==> src/bbc_pkg.sv <==
`timescale 1ns / 1ps
`default_nettype none

package bbc_pkg;

  localparam int unsigned DEF_STACK_DEPTH = 128;

  typedef enum logic [1:0] {
    KIND_ROUND  = 2'd0,
    KIND_CURLY  = 2'd1,
    KIND_SQUARE = 2'd2,
    KIND_NONE   = 2'd3
  } kind_t;

  typedef enum logic [2:0] {
    ST_OK        = 3'd0,
    ST_UNMATCHED = 3'd1,
    ST_MISMATCH  = 3'd2,
    ST_UNCLOSED  = 3'd3,
    ST_OVERFLOW  = 3'd4
  } status_t;

  localparam logic [7:0] CH_LPAREN  = 8'h28;
  localparam logic [7:0] CH_RPAREN  = 8'h29;
  localparam logic [7:0] CH_LCURLY  = 8'h7b;
  localparam logic [7:0] CH_RCURLY  = 8'h7d;
  localparam logic [7:0] CH_LSQUARE = 8'h5b;
  localparam logic [7:0] CH_RSQUARE = 8'h5d;

  typedef struct packed {
    logic  push;
    logic  pop;
    logic  clear;
    kind_t kind;
  } stack_op_t;

endpackage

`default_nettype wire

==> src/bbc_stack.sv <==
`timescale 1ns / 1ps
`default_nettype none

module bbc_stack #(
  parameter int unsigned STACK_DEPTH = bbc_pkg::DEF_STACK_DEPTH
) (
  input  wire logic                               clk,
  input  wire logic                               rst_n,
  input  wire bbc_pkg::stack_op_t                 op,
  output logic [$clog2(STACK_DEPTH+1)-1:0]        count,
  output bbc_pkg::kind_t                          tos
);
  import bbc_pkg::*;

  localparam int unsigned CW = $clog2(STACK_DEPTH + 1);
  localparam int unsigned AW = $clog2(STACK_DEPTH);

  kind_t          mem [STACK_DEPTH];
  logic [CW-1:0]  count_r, count_nxt;
  kind_t          tos_r, tos_nxt;
  kind_t          below_r;
  logic [CW-1:0]  count_m1, rd_sum;
  logic [AW-1:0]  wr_addr, rd_addr;
  logic           wr_en;

  // top entry lives in tos_r, the memory holds the entries below it;
  // below_r always tracks the entry just under the top
  always_comb begin
    count_nxt = count_r;
    tos_nxt   = tos_r;
    wr_en     = 1'b0;
    count_m1  = count_r - CW'(1);
    wr_addr   = count_m1[AW-1:0];
    if (op.clear) begin
      count_nxt = '0;
    end else if (op.push) begin
      wr_en     = (count_r != '0);
      count_nxt = count_r + CW'(1);
      tos_nxt   = op.kind;
    end else if (op.pop) begin
      count_nxt = count_m1;
      tos_nxt   = below_r;
    end
    rd_sum  = count_nxt - CW'(2);
    rd_addr = rd_sum[AW-1:0];
  end

  always_ff @(posedge clk) begin
    if (wr_en) begin
      mem[wr_addr] <= tos_r;
    end
    if (wr_en && (wr_addr == rd_addr)) begin
      below_r <= tos_r;
    end else begin
      below_r <= mem[rd_addr];
    end
    tos_r <= tos_nxt;
  end

  always_ff @(posedge clk) begin
    if (!rst_n) begin
      count_r <= '0;
    end else begin
      count_r <= count_nxt;
    end
  end

  assign count = count_r;
  assign tos   = tos_r;

endmodule

`default_nettype wire

==> config.mk <==
export PLATFORM = sky130hd
export DESIGN_NAME = bbc_stack
export DESIGN_NICKNAME = d
export VERILOG_FILES = /design/src/bbc_pkg.sv /design/src/bbc_stack.sv
export SDC_FILE = /design/constraint.sdc
export NUM_CORES = 1
export LEC_CHECK = 0
export ABC_AREA = 1
export BUFFER_PORTS_ARGS = -buffer_cell sky130_fd_sc_hd__buf_4
export CAP_MARGIN = 15
export CORE_ASPECT_RATIO = 0.7
export CORE_MARGIN = 2
export CORE_UTILIZATION = 65
export CTS_BUF_LIST = sky130_fd_sc_hd__clkbuf_2 sky130_fd_sc_hd__clkbuf_4 sky130_fd_sc_hd__clkbuf_8
export DETAILED_ROUTE_END_ITERATION = 12
export PLACE_DENSITY = 0.89
export RECOVER_POWER = 50
export SLEW_MARGIN = 25
export SYNTH_ARGS = -nofsm -noshare
export SYNTH_HDL_FRONTEND = slang
export SYNTH_SLANG_ARGS = --single-unit
==> constraint.sdc <==
create_clock -name clk -period 3.2 [get_ports clk]
set_clock_uncertainty 0.05 [all_clocks]
set_input_delay 0.32 -clock clk [delete_from_list [all_inputs] [get_ports clk]]
set_output_delay 0.32 -clock clk [all_outputs]
set_load 0.03 [all_outputs]
==> impl_metrics.env <==
export IMPL_ant_nets=0
export IMPL_synthSimpleGateAreaFrac=0.267
export IMPL_viasPerCell=6.32
export IMPL_p_per_area_mw_per_mm2=603
export IMPL_drc=0
export IMPL_ys_types=31
export IMPL_rr_endpoint="mem[104][0]$_DFFE_PP_"
export IMPL_synth_area_leaders="edfxtp_1 (65%), nand3_1 (11%), nand2_1 (9.4%)"
export IMPL_worstPathCellList="inv_1 -> ha_1 -> nand2_1 -> xor2_2 -> inv_1 -> nor2_1 -> nand2_1 -> nor2_1"
export IMPL_maxCapViolations=0
export IMPL_async_flop_share=0
export IMPL_globalRouteOverflowTotal=0
export IMPL_wl_um=29400
export IMPL_grt_first_pass_wirelength_um=46200
export IMPL_setup_viol=0
export IMPL_h_tree_depth=2
export IMPL_synth_edf_count=258
export IMPL_worst_path_buf_inv=2
export IMPL_fmax_mhz=351
export IMPL_fin_ws_ps=350
export IMPL_ir_drop_mv=0.414
export IMPL_synth_fp_nets=1155
export IMPL_num_vias=9014
export IMPL_report_final_slew_viol_count=0
export IMPL_postCtsSetupRepairBufs=0
export IMPL_antenna_found_initial=0
export IMPL_path_class="reg -> reg"
export IMPL_die_area_sq_mm=0.0195
export IMPL_die_height_um=117
export IMPL_core_area_sq_mm=0.0180
export IMPL_finalCritPeriodShare=0.891
export IMPL_pre_cts_slack_ps=512
export IMPL_firstDrtPassIters=5
export IMPL_yosysTopAreaCellShare=0.649
export IMPL_num_nets_final=1175
export IMPL_final_area_sq_mm=0.0130
export IMPL_root_buffer="clkbuf_8"
export IMPL_track_usage=0.305
export IMPL_critPathTopFamily="simple AND/OR/NAND/NOR gates"
export IMPL_max_stage_delay_ps=530
export IMPL_p_leak_uw=0.00461
export IMPL_relSlewSlack=0.255
export IMPL_r2r_slack_ps=350
export IMPL_holdWs_ps=48.0
export IMPL_fin_util=0.724
export IMPL_gp_congestion=0.948
export IMPL_io_buffers=16
export IMPL_crit_arrival_ps=3000
export IMPL_clkTransAtPathRegs_ps=60
export IMPL_antenna_cells=0
export IMPL_area_delta_synth_final_pct=9.28
export IMPL_synthMuxAreaShare=0
export IMPL_critPathLaunch="count[1]$_SDFF_PN0_"
export IMPL_startpoint_type="flip-flop"
export IMPL_synth_area_sq_mm=0.0119
export IMPL_initial_core_util=0.662
export IMPL_wl_per_cell_um=20.6
export IMPL_rsz0062_at_grt="false"
export IMPL_worstPathRequired_ps=3350
export IMPL_drive_gt1_frac=0.0982
export IMPL_grt_max_degree=129
export IMPL_crit_path_end="mem[104][0]$_DFFE_PP_"
export IMPL_ys_warnings_count=0
export IMPL_synth_fa_ha_area_frac=0.00420
export IMPL_outcome="complete, no violations"
export IMPL_cts_buffers=39
export IMPL_reg2regPathDepth=8
export IMPL_worstMarginPinSlew_ps=1120
export IMPL_placed_area_sq_mm=0.0123
export IMPL_cts_tree="yes"
export IMPL_cts_sinks=273
export IMPL_clk_latency_ps=530
export IMPL_cts_buffer_depth=3
export IMPL_io_pins=17
export IMPL_grt_pass1_vias=8734
export IMPL_critPathSlowestCell="nor2_1"
export IMPL_synth_compound_area_share=0.0136
export IMPL_critPathMaxFanout=8
export IMPL_ys_seq_elements=273
export IMPL_cp_depth=8
export IMPL_fp_dieW_um=166
export IMPL_hold_path_class="in -> reg"
export IMPL_synth_ff_type="edfxtp_1"
export IMPL_synth_cells=1144
export IMPL_yosys_area_share_xor_xnor=0.00566
export IMPL_min_period_ps=2850
export IMPL_syn_area_per_cell_sq_um=10.4
export IMPL_endpoint_kind="flip-flop"
export IMPL_yosys_area_top_type="edfxtp_1"
export IMPL_finalSetupTns_ps=0
export IMPL_hpwlAfterDp_um=17600
export IMPL_synth_top_family_by_area="simple AND/OR/NAND/NOR gates"
export IMPL_first_iter_violations=1184
export IMPL_finalHoldViolCount=0
export IMPL_ys_seq_area_frac=0.675
export IMPL_reg2reg_from="count[1]$_SDFF_PN0_"
export IMPL_num_rows=41
-- sequential cells by signal, indices dropped and copies added, names as in the netlist, named ones only --
name   count
count      8
mem      256
tos        2
-- per-stage QoR --
stage	cells	power, uW
after floorplan	1144	4820
after global placement	1357	5140
after detailed placement	1357	5180
after CTS	1427	7830
after global routing	1427	8090
final	1427	7850
-- final cells by class --
cell class | count | area (sq um)
Sequential cell | 273 | 8050
Clock buffer | 56 | 683
Multi-Input combinational cell | 775 | 3460
Fill cell | 1185 | 4970
Timing Repair Buffer | 43 | 343
Clock inverter | 12 | 73.8
Tap cell | 236 | 295
Inverter | 32 | 124
-- power breakdown --
part / switching, uW / total [uW] / internal [uW]
Sequential: 43.3 / 4060 / 4020
Combinational: 799 / 1070 / 275
Clock: 1270 / 2720 / 1450
-- worst min-delay path, delay by kind of cell --
family | cells | cell delay, ps
buf+inv | 1 | 80
simple gates | 2 | 110
-- layout by cell type (no fill, tap or decap), drive strengths merged, types with 2 or more instances in the layout --
master,instances
o211ai,3
inv,31
ha,4
xor2,3
a21oi,9
edfxtp,258
o21ai,9
nand4,2
dfxtp,15
buf,28
nand3,263
clkbuf,69
nor2,159
clkinv,12
xnor2,3
dlygate4sd3,2
nor3,4
nand2,310
-- metal layers --
layer,up-vias,track usage,wire length (um)
li1,3989,-,-
met1,4228,0.434,10800
met5,-,0,0
met2,688,0.464,13600
met4,0,0.117,1050
met3,109,0.0712,4030
-- timing repair --
action,in CTS,in global routing
hold buffers,2,0
hold endpoints to repair,3,0
resized for setup,0,0
-- kinds of logic (layout without fill, tap and decap cells) --
kind of cell,count (synthesis),after routing
AOI/OAI and AO/OA,25,25
xor gates and xnor gates,6,6
adders and majority gates,4,4
buffers and inverters,96,143
DFF,273,273
and+or+nand+nor,740,740
-- cells in the mapped netlist (2+ instances only) --
cell type	n
a21oi_1	9
buf_1	7
buf_2	40
clkbuf_1	16
dfxtp_1	15
edfxtp_1	258
ha_1	4
inv_1	28
inv_2	3
nand2_1	300
nand2_2	10
nand3_1	263
nand4_1	2
nor2_1	151
nor2_2	5
nor2_4	3
nor3_1	4
o211ai_1	3
o21ai_0	7
o21ai_1	2
xnor2_1	3
xor2_2	2
-- worst min-delay path by stage --
stage	startpoint	endpoint	slack [ps]	depth (start not counted)
after detailed placement	tos[1]$_DFFE_PP_	mem[95][1]$_DFFE_PP_	490	0
after CTS	op[1]	tos[1]$_DFFE_PP_	50	3
after floorplan	rst_n	count[7]$_SDFFE_PP0N_	400	2
after global routing	op[0]	tos[0]$_DFFE_PP_	50	3
after global placement	tos[1]$_DFFE_PP_	mem[95][1]$_DFFE_PP_	470	0
final	op[1]	tos[1]$_DFFE_PP_	50	3
No activity file was read; power rests on OpenSTA's default activity.
